===== src/hw/rtl/cob_pkg.sv =====
package cob_pkg;

	localparam logic [7:0]  FULL        = 8'd255;
	localparam logic [15:0] ROUND_ALPHA = 16'h0080;
	localparam int          FRAC_BITS   = 16;
	localparam int          PROD_W      = 27;
	localparam logic signed [PROD_W-1:0] ROUND_CHAN = 27'sh0008000;

	// The blend factor never exceeds 65536, so 17 quotient bits suffice;
	// the divider produces DIV_STEP bits per stage.
	localparam int Q_BITS     = 18;
	localparam int DIV_STEP   = 3;
	localparam int DIV_STAGES = Q_BITS / DIV_STEP;

	localparam logic [1:0] CFG_RED   = 2'd0;
	localparam logic [1:0] CFG_GREEN = 2'd1;
	localparam logic [1:0] CFG_BLUE  = 2'd2;

	typedef struct packed {
		logic [7:0] coverage;
		logic [7:0] dest_red;
		logic [7:0] dest_green;
		logic [7:0] dest_blue;
		logic [7:0] dst_alpha;
	} in_t;

	typedef struct packed {
		logic [7:0] out_red;
		logic [7:0] out_green;
		logic [7:0] out_blue;
		logic [7:0] out_alpha;
	} out_t;

	typedef struct packed {
		logic              bypass;
		logic [7:0]        coverage;
		logic [7:0]        alpha;
		logic [7:0]        dst_red;
		logic [7:0]        dst_green;
		logic [7:0]        dst_blue;
		logic [7:0]        dvs;
		logic [7:0]        rem;
		logic [Q_BITS-1:0] num;
		logic [Q_BITS-1:0] quo;
	} div_t;

endpackage


===== src/hw/rtl/cob_div_stage.sv =====
module cob_div_stage
	import cob_pkg::*;
(
	input  logic clk,
	input  logic arst_n,
	input  logic en,
	input  logic v_in,
	input  div_t d_in,
	output logic v_out,
	output div_t d_out
);

	logic v_q;
	div_t d_q;
	div_t nxt;
	logic [8:0] r9;

	always_comb begin
		nxt = d_in;
		r9 = '0;
		for (int i = 0; i < DIV_STEP; i++) begin
			r9 = {nxt.rem, nxt.num[Q_BITS-1]};
			nxt.num = {nxt.num[Q_BITS-2:0], 1'b0};
			if (r9 >= {1'b0, nxt.dvs}) begin
				nxt.rem = 8'(r9 - {1'b0, nxt.dvs});
				nxt.quo = {nxt.quo[Q_BITS-2:0], 1'b1};
			end else begin
				nxt.rem = r9[7:0];
				nxt.quo = {nxt.quo[Q_BITS-2:0], 1'b0};
			end
		end
	end

	always_ff @(posedge clk or negedge arst_n) begin
		if (!arst_n) begin
			v_q <= 1'b0;
		end else if (en) begin
			v_q <= v_in;
		end
	end

	always_ff @(posedge clk) begin
		if (en) begin
			d_q <= nxt;
		end
	end

	assign v_out = v_q;
	assign d_out = d_q;

endmodule


===== src/hw/rtl/coverage_over_rgba_blend.sv =====
// An accepted input transaction passes stages 1 and 2, the divider stages and stages 9 and 10.
// Throughput: one pixel per cycle while out_stall is low; the restoring divider retires
// three quotient bits per stage over six stages, and every stage holds its own pixel.
// Stall: a stage loads only when it is empty or its successor moves.
// Reset clears all valid bits and the three foreground color registers to zero.
module coverage_over_rgba_blend
	import cob_pkg::*;
(
	input  logic       clk,
	input  logic       arst_n,
	input  logic       in_valid,
	output logic       in_stall,
	input  in_t        in_data,
	output logic       out_valid,
	input  logic       out_stall,
	output out_t       out_data,
	input  logic       cfg_valid,
	output logic       cfg_ready,
	input  logic [1:0] cfg_index,
	input  logic [7:0] cfg_data
);

	logic [7:0] fore_red_q;
	logic [7:0] fore_green_q;
	logic [7:0] fore_blue_q;

	logic        v_s1;
	in_t         in_s1;
	logic [15:0] prod_s1;

	logic v_s2;
	div_t d_s2;

	logic [DIV_STAGES-1:0] v_dv;
	div_t                  d_dv [DIV_STAGES];
	logic [DIV_STAGES:0]   en_dv;

	logic                     v_s9;
	logic                     bypass_s9;
	logic [7:0]               cov_s9;
	logic [7:0]               alpha_s9;
	logic [2:0][7:0]          dst_s9;
	logic signed [PROD_W-1:0] prod_s9 [3];

	logic v_s10;
	out_t out_s10;

	logic en_s1;
	logic en_s2;
	logic en_s9;
	logic en_s10;

	logic [15:0]     t_c;
	logic [16:0]     sum_c;
	logic [7:0]      a_c;
	logic [7:0]      dvs_c;
	div_t            d_c;
	logic [2:0][7:0] fg_c;
	logic [2:0][7:0] dst_c;
	logic [2:0][7:0] res_c;

	function automatic logic [7:0] blend_fin(input logic signed [PROD_W-1:0] p,
	                                         input logic [7:0] dst);
		logic signed [PROD_W-1:0] v;
		logic signed [10:0]       r;
		v = p + ROUND_CHAN;
		r = $signed({3'b000, dst}) + $signed(v[PROD_W-1:FRAC_BITS]);
		if (r < 0) begin
			return 8'd0;
		end else if (r > 11'sd255) begin
			return FULL;
		end else begin
			return r[7:0];
		end
	endfunction

	assign cfg_ready = 1'b1;

	always_ff @(posedge clk or negedge arst_n) begin
		if (!arst_n) begin
			fore_red_q <= 8'd0;
			fore_green_q <= 8'd0;
			fore_blue_q <= 8'd0;
		end else if (cfg_valid && cfg_ready) begin
			case (cfg_index)
				CFG_RED: fore_red_q <= cfg_data;
				CFG_GREEN: fore_green_q <= cfg_data;
				CFG_BLUE: fore_blue_q <= cfg_data;
				default: ;
			endcase
		end
	end

	assign en_s10 = !v_s10 || !out_stall;
	assign en_s9 = !v_s9 || en_s10;
	assign en_dv[DIV_STAGES] = en_s9;
	for (genvar k = 0; k < DIV_STAGES; k++) begin : g_en
		assign en_dv[k] = !v_dv[k] || en_dv[k+1];
	end
	assign en_s2 = !v_s2 || en_dv[0];
	assign en_s1 = !v_s1 || en_s2;
	assign in_stall = !en_s1;

	// Stage 1: product of the two inverse alphas.
	always_ff @(posedge clk or negedge arst_n) begin
		if (!arst_n) begin
			v_s1 <= 1'b0;
		end else if (en_s1) begin
			v_s1 <= in_valid;
		end
	end

	always_ff @(posedge clk) begin
		if (en_s1) begin
			in_s1 <= in_data;
			prod_s1 <= (16'(FULL) - 16'(in_data.coverage)) *
				(16'(FULL) - 16'(in_data.dst_alpha));
		end
	end

	// Stage 2: combined alpha and the dividend for the blend factor.
	always_comb begin
		t_c = prod_s1 + ROUND_ALPHA;
		sum_c = {1'b0, t_c} + {9'd0, t_c[15:8]};
		a_c = 8'(FULL - sum_c[16:8]);
		dvs_c = (a_c == 8'd0) ? 8'd1 : a_c;
		d_c.bypass = (in_s1.dst_alpha == 8'd0);
		d_c.coverage = in_s1.coverage;
		d_c.alpha = a_c;
		d_c.dst_red = in_s1.dest_red;
		d_c.dst_green = in_s1.dest_green;
		d_c.dst_blue = in_s1.dest_blue;
		d_c.dvs = dvs_c;
		d_c.rem = {2'b00, in_s1.coverage[7:2]};
		d_c.num = {in_s1.coverage[1:0], 9'd0, dvs_c[7:1]};
		d_c.quo = '0;
	end

	always_ff @(posedge clk or negedge arst_n) begin
		if (!arst_n) begin
			v_s2 <= 1'b0;
		end else if (en_s2) begin
			v_s2 <= v_s1;
		end
	end

	always_ff @(posedge clk) begin
		if (en_s2) begin
			d_s2 <= d_c;
		end
	end

	for (genvar k = 0; k < DIV_STAGES; k++) begin : g_div
		if (k == 0) begin : g_first
			cob_div_stage u_stage (
				.clk   (clk),
				.arst_n(arst_n),
				.en    (en_dv[k]),
				.v_in  (v_s2),
				.d_in  (d_s2),
				.v_out (v_dv[k]),
				.d_out (d_dv[k])
			);
		end else begin : g_rest
			cob_div_stage u_stage (
				.clk   (clk),
				.arst_n(arst_n),
				.en    (en_dv[k]),
				.v_in  (v_dv[k-1]),
				.d_in  (d_dv[k-1]),
				.v_out (v_dv[k]),
				.d_out (d_dv[k])
			);
		end
	end

	// Stage 9: signed channel differences scaled by the blend factor.
	assign fg_c = {fore_blue_q, fore_green_q, fore_red_q};
	assign dst_c = {d_dv[DIV_STAGES-1].dst_blue, d_dv[DIV_STAGES-1].dst_green,
		d_dv[DIV_STAGES-1].dst_red};

	always_ff @(posedge clk or negedge arst_n) begin
		if (!arst_n) begin
			v_s9 <= 1'b0;
		end else if (en_s9) begin
			v_s9 <= v_dv[DIV_STAGES-1];
		end
	end

	always_ff @(posedge clk) begin
		if (en_s9) begin
			bypass_s9 <= d_dv[DIV_STAGES-1].bypass;
			cov_s9 <= d_dv[DIV_STAGES-1].coverage;
			alpha_s9 <= d_dv[DIV_STAGES-1].alpha;
			dst_s9 <= dst_c;
			for (int i = 0; i < 3; i++) begin
				prod_s9[i] <= $signed(PROD_W'($signed({1'b0, fg_c[i]}) -
					$signed({1'b0, dst_c[i]}))) *
					$signed({{(PROD_W-Q_BITS){1'b0}}, d_dv[DIV_STAGES-1].quo});
			end
		end
	end

	// Stage 10: rounding, saturation, the bypass select and the output register.
	always_comb begin
		for (int i = 0; i < 3; i++) begin
			res_c[i] = blend_fin(prod_s9[i], dst_s9[i]);
		end
	end

	always_ff @(posedge clk or negedge arst_n) begin
		if (!arst_n) begin
			v_s10 <= 1'b0;
		end else if (en_s10) begin
			v_s10 <= v_s9;
		end
	end

	always_ff @(posedge clk) begin
		if (en_s10) begin
			if (bypass_s9) begin
				out_s10 <= {fore_red_q, fore_green_q, fore_blue_q, cov_s9};
			end else begin
				out_s10 <= {res_c[0], res_c[1], res_c[2], alpha_s9};
			end
		end
	end

	assign out_valid = v_s10;
	assign out_data = out_s10;

`ifndef SYNTHESIS
	a_stall_only_when_full: assert property (@(posedge clk) disable iff (!arst_n)
		in_stall |-> v_s1)
		else $error("input stalled while the first stage is empty");

	a_alpha_covers: assert property (@(posedge clk) disable iff (!arst_n)
		(v_s2 && !d_s2.bypass) |-> (d_s2.alpha != 8'd0 && d_s2.alpha >= d_s2.coverage))
		else $error("combined alpha below coverage");

	a_factor_range: assert property (@(posedge clk) disable iff (!arst_n)
		(v_dv[DIV_STAGES-1] && !d_dv[DIV_STAGES-1].bypass) |->
		(d_dv[DIV_STAGES-1].quo <= 18'd65536))
		else $error("blend factor out of range");

	a_output_moves: assert property (@(posedge clk) disable iff (!arst_n)
		(v_s9 && !v_s10) |=> v_s10)
		else $error("pending pixel did not reach the output register");
`endif

endmodule


===== config.mk =====
export PLATFORM = sky130hd
export DESIGN_NAME = coverage_over_rgba_blend
export DESIGN_NICKNAME = d
export VERILOG_FILES = /design/src/hw/rtl/cob_pkg.sv /design/src/hw/rtl/cob_div_stage.sv /design/src/hw/rtl/coverage_over_rgba_blend.sv
export SDC_FILE = /design/constraint.sdc
export NUM_CORES = 2
export LEC_CHECK = 0
export BUFFER_PORTS_ARGS = -buffer_cell sky130_fd_sc_hd__buf_2
export CAP_MARGIN = 20
export CORE_MARGIN = 2
export CORE_UTILIZATION = 65
export CTS_CLUSTER_SIZE = 24
export DETAILED_ROUTE_END_ITERATION = 10
export HOLD_SLACK_MARGIN = 0.05
export PLACE_DENSITY = 0.82
export SLEW_MARGIN = 20
export SYNTH_ARGS = -nofsm -noshare
export SYNTH_HDL_FRONTEND = slang
export SYNTH_HIERARCHICAL = 1
export SYNTH_SLANG_ARGS = --single-unit

===== constraint.sdc =====
create_clock -name clk -period 15.7 [get_ports clk]
set_input_delay 1.57 -clock clk [delete_from_list [all_inputs] [get_ports clk]]
set_output_delay 1.57 -clock clk [all_outputs]
set_load 0.005 [all_outputs]

==> Word-level counts from Yosys, hierarchy flattened <==
Memory sizes are Yosys's and may differ from the RTL's.
Cells that the tools add are included.
{ "classes": {"add_sub_neg": 31, "mul": 4, "order_cmp": 24, "n_eq_ne": 2, "n_mux": 45, "reduce_logical": 28} }
{ "ops": {"columns": ["op", "count"], "rows": [
  ["8-bit two-way mux", 24],
  ["9-bit by 8-bit >= comparator with 1-bit output", 17],
  ["8-bit subtractor", 16],
  ["27-bit by 17-bit adder with 27-bit output, second input constant", 3],
  ["9-bit by 19-bit multiplier with 27-bit output", 3],
  ["9-bit by 11-bit adder with 11-bit output", 3],
  ["11-bit by 9-bit greater-than comparator with 1-bit output, second input constant", 3],
  ["11-bit by 1-bit less-than comparator with 1-bit output, second input constant", 3],
  ["32-bit two-way mux", 1],
  ["8-bit by 8-bit subtractor with 9-bit output", 3],
  ["1-bit two-way mux", 20],
  ["8-bit by 8-bit subtractor with 9-bit output, first input constant", 2],
  ["16-bit by 8-bit adder with 16-bit output", 1],
  ["16-bit by 8-bit adder with 16-bit output, second input constant", 1],
  ["8-bit logical NOT", 2],
  ["9-bit by 9-bit multiplier with 16-bit output", 1],
  ["1-bit logical NOT", 12],
  ["1-bit logical OR", 10],
  ["7-bit by 8-bit >= comparator with 1-bit output", 1],
  ["7-bit by 8-bit subtractor with 8-bit output", 1],
  ["8-bit subtractor, first input constant", 1],
  ["2-bit AND reduction", 3],
  ["2-bit by 1-bit == test with 1-bit output, second input constant", 1],
  ["2-bit == test, second input constant", 1],
  ["2-bit logical NOT", 1]
]} }
{ "word_totals": {"register_bits": 646, "ramBits": 81, "inputBits": 55, "mem_count": 1} }
{ "mem_list": {"columns": ["name", "depth", "word_bits", "rd", "rd_ports_with_merged_regs", "wr", "line_no", "rtl"], "rows": [
  ["prod_s9", 3, 27, 3, 0, 3, "coverage_over_rgba_blend.sv:43", "logic signed [PROD_W-1:0] prod_s9 [3];"]
]} }

==> Depth between registers and ports, before layout <==
{ "logic_depth": {"depth_word": 12, "depth_mapped": 29} }

==> By module <==
The synthesis kept the hierarchy.
{ "by_module_without_submodules": {"columns": ["module", "n_inst", "cells_each", "area_per_inst_um2", "seq_area_each_um2"], "rows": [
  ["coverage_over_rgba_blend", 1, 2567, 27468.8, 7126.8],
  ["cob_div_stage", 6, 283, 4172.8, 2727.6]
]} }

==> Worst setup path after synthesis <==
OpenSTA, ideal clock, no wires.
{ "synth_path": {"kind": "input to output", "from": "input out_stall", "to": "output in_stall", "arrival_ns": 7.202, "required_time_ns": 14.130, "setup_slack_ns": 6.928, "stages": 6, "path_buffers": 0, "path_cell_list": "and3_1 and3_1 nand4_1 nor2_1 nand3_1 inv_1"} }
{ "synth_via": {"elab_chain_cells": 12} }
{ "synth_rtl": {"columns": ["item", "line_no", "rtl"], "rows": [
  ["start: declaration", "coverage_over_rgba_blend.sv:15", "input logic out_stall,"],
  ["1-bit logical NOT", "coverage_over_rgba_blend.sv:94", "assign en_s10 = !v_s10 || !out_stall;"],
  ["1-bit logical OR", "coverage_over_rgba_blend.sv:94", null],
  ["1-bit logical OR", "coverage_over_rgba_blend.sv:95", "assign en_s9 = !v_s9 || en_s10;"],
  ["1-bit logical OR (5 in series)", "coverage_over_rgba_blend.sv:98", "assign en_dv[k] = !v_dv[k] || en_dv[k+1];"],
  ["named net en_dv[1]", "coverage_over_rgba_blend.sv:36", "logic [DIV_STAGES:0] en_dv;"],
  ["1-bit logical OR", "coverage_over_rgba_blend.sv:98", null],
  ["1-bit logical OR", "coverage_over_rgba_blend.sv:100", "assign en_s2 = !v_s2 || en_dv[0];"],
  ["1-bit logical OR", "coverage_over_rgba_blend.sv:101", "assign en_s1 = !v_s1 || en_s2;"],
  ["1-bit logical NOT", "coverage_over_rgba_blend.sv:102", "assign in_stall = !en_s1;"],
  ["end: declaration", "coverage_over_rgba_blend.sv:12", "output logic in_stall,"]
]} }
The timed path passes the listed nets, and every way through them passes these cells.

==> metrics.cfg <==
[run_status]
status = completed

[timing]
layout_min_cycle_time_ns = 7.44
final_min_period_over_clock_period = 0.474
final-max-slew-violation-count = 0
timing.fmax_mhz = 134
finalHoldWorstSlack_ns = 0.396
finalHoldViolations = 0
slew_headroom = 0.252
setup-violations-final = 0
tightest_slew_ns = 1.12
final.setup.tns_ns = 0
setup_repair_after_global_routing_missed_its_margin = no
worst_clock_skew_ns = 0.0436

[cts]
cts.sinks = 682
cts_root_buffer = sky130_fd_sc_hd__clkbuf_16
clk_pin_slew_ns = 0.06
clock_tree.buffer_depth = 3
post_cts_hold_buffer_count = 0
cts-htree-levels = 3
postCtsResizedCells = 0
tritoncts = done
postCtsSetupRepairBufs = 0
cts_made_buffers = 70
clock_latency_ns = 0.64

[critical_path]
start_to_end_type_of_the_worst_setup_path = reg -> reg
worst_r2r_startpoint = g_div[5].g_rest.u_stage/d_out[53]$_DFFE_PP_
cp_common_cell = sky130_fd_sc_hd__fa_1
slowest_delay_ns = 0.52
crit_end_element = flop
crit_path_start_kind = flop
timing.critical_path.slowest_stage_cell = sky130_fd_sc_hd__fa_1
timing.critical_path.fanout_max = 18
worst-r2r-setup-slack_ns = 8.26
crit_arrival_ns = 7.81
worstReg2RegEnd = prod_s9[0][79]$_DFFE_PP_
required_ns = 16.06
ff2ff_path_depth = 28

[floorplanning]
floorplan.core_area_um2 = 74400
floorplan.initialDensity = 0.657
die-height_um = 278
dieWidth_um = 278
std_cell_rows = 100
ios = 90
dieArea_um2 = 77500

[placement]
gpl.final_weighted_congestion = 0.900
hpwlAfterDp_um = 73800
placed_cells_incl_taps = 5131
port_buffers = 88

[synthesis]
synth.avg_cell_area_um2 = 11.9
syn-instance-count = 4102
yosysWarnings = 6
mappedNetlistArea_um2 = 48900

[global_route]
maximum_number_of_pins_on_one_net_before_global_route_repair = 77
grtUsageTotal = 0.275
first_global_vias = 33000
grt_first_pass_wirelength_um = 170000
antenna_found_initial = 1
globalRouteOverflowTotal = 0

[finish]
num-fill-cells = 4854
final_cell_count_no_fill = 5260
multiInputGateArea_um2 = 26500
layout.area.seq_um2 = 20300
diodes = 0
final_layout_size_suffix_gt1_frac = 0.109
nets = 5121
area_delta_synth_final_pct = 8.30

[hold_path]
hold_path_depth = 0
min_to = d_s2[60]$_DFFE_PP_
hp-class = reg -> reg
worst_hold_startpoint = d_c[60]$_DFFE_PN_

[drt]
post_drt_wl_per_cell_um = 19.5
postRouteAntennaNets = 0
num_vias = 31300
route.final.wire_length_um = 103000
drt_pass1_iterations = 7
route.met3.wl_um = 5540
drt_drc_violations_left = 0
met1_length_um = 41200
top_layer_used = met4
detail_route.iter0.violations = 2092
detail_route.vias_per_cell = 5.94
met2_wirelength_um = 52200

[run]
number_of_max_cap_violations = 0

==> through the flow <==
stage / worst slack, ns / util / instance area [um^2]
after floorplan: 7.47 / - / 49000
after global placement: 8.62 / 0.680 / 50600
after detailed placement: 8.46 / 0.680 / 50600
after CTS: 8.31 / 0.712 / 53000
after global routing: 7.77 / 0.712 / 53000
final: 8.26 / 0.712 / 53000
==> final cells by class <==
cell class,count,share of cell area
Sequential cell,682,0.383
Timing Repair Buffer,141,0.0160
Clock buffer,87,0.0346
Inverter,486,0.0344
Clock inverter,42,0.00935
Multi-Input combinational cell,2853,0.499
Tap cell,969,0.0229
==> cells in the final DEF, fill, tap and decap left out, drive strengths merged, types with 41 or more instances in the layout <==
master  count
nor2      246
nand2b    139
xor2       53
nor2b      58
a21o       47
fa        396
and2      193
clkbuf     87
nor3       46
nand3      53
nor3b      51
edfxtp    648
ha        436
nand2     228
a21oi     106
xnor2     126
buf       141
o21ai     157
a211oi     41
inv       492
mux2      108
==> sequential cells by signal, indices dropped and copies added (netlist names) <==
register                     cells
v_s1                             1
g_div.g_rest.u_stage/d_out     359
out_data                        32
out_valid                        1
g_div.g_first.u_stage/v_out      1
fore_green_q                     8
d_c                             32
dst_s9                          24
prod_s1                         16
g_div.g_first.u_stage/d_out     75
fore_red_q                       8
prod_s9                         36
fore_blue_q                      8
d_s2                            49
g_div.g_rest.u_stage/v_out       5
in_s1                            8
v_s9                             1
bypass_s9                        1
v_s2                             1
alpha_s9                         8
cov_s9                           8
==> worst max-delay path, delay by kind of cell (launching register included) <==
| family | cells | cell delay, ns |
|---|---|---|
| simple gates | 3 | 0.78 |
| xor+xnor | 1 | 0.09 |
| fa+ha+maj | 7 | 2.87 |
| buf+inv | 5 | 0.45 |
| flops | 1 | 0.45 |
| compound gates | 12 | 2.55 |
==> layer usage <==
metal / up-vias / track usage
li1: 14400 / -
met5: - / 0
met1: 15600 / 0.352
met3: 241 / 0.0354
met2: 1014 / 0.479
met4: 0 / 0.105
==> how the worst max path moves through the flow <==
stage | from | endpoint | slack [ns]
2_1_floorplan | out_stall | in_stall | 7.47
3_3_place_gp | g_div[5].g_rest.u_stage/d_out[61]$_DFFE_PP_ | prod_s9[0][52]$_DFFE_PP_ | 8.62
3_5_place_dp | g_div[5].g_rest.u_stage/d_out[61]$_DFFE_PP_ | prod_s9[0][48]$_DFFE_PP_ | 8.46
4_1_cts | g_div[5].g_rest.u_stage/d_out[53]$_DFFE_PP_ | prod_s9[0][79]$_DFFE_PP_ | 8.31
5_1_grt | g_div[3].g_rest.u_stage/d_out[46]$_DFFE_PP_ | g_div[4].g_rest.u_stage/d_out[38]$_DFFE_PP_ | 7.77
6_report | g_div[5].g_rest.u_stage/d_out[53]$_DFFE_PP_ | prod_s9[0][79]$_DFFE_PP_ | 8.26
Power is left out: the tool's default activity adds up to more than one toggle a clock period on the data nets, which glitch-free logic cannot reach.
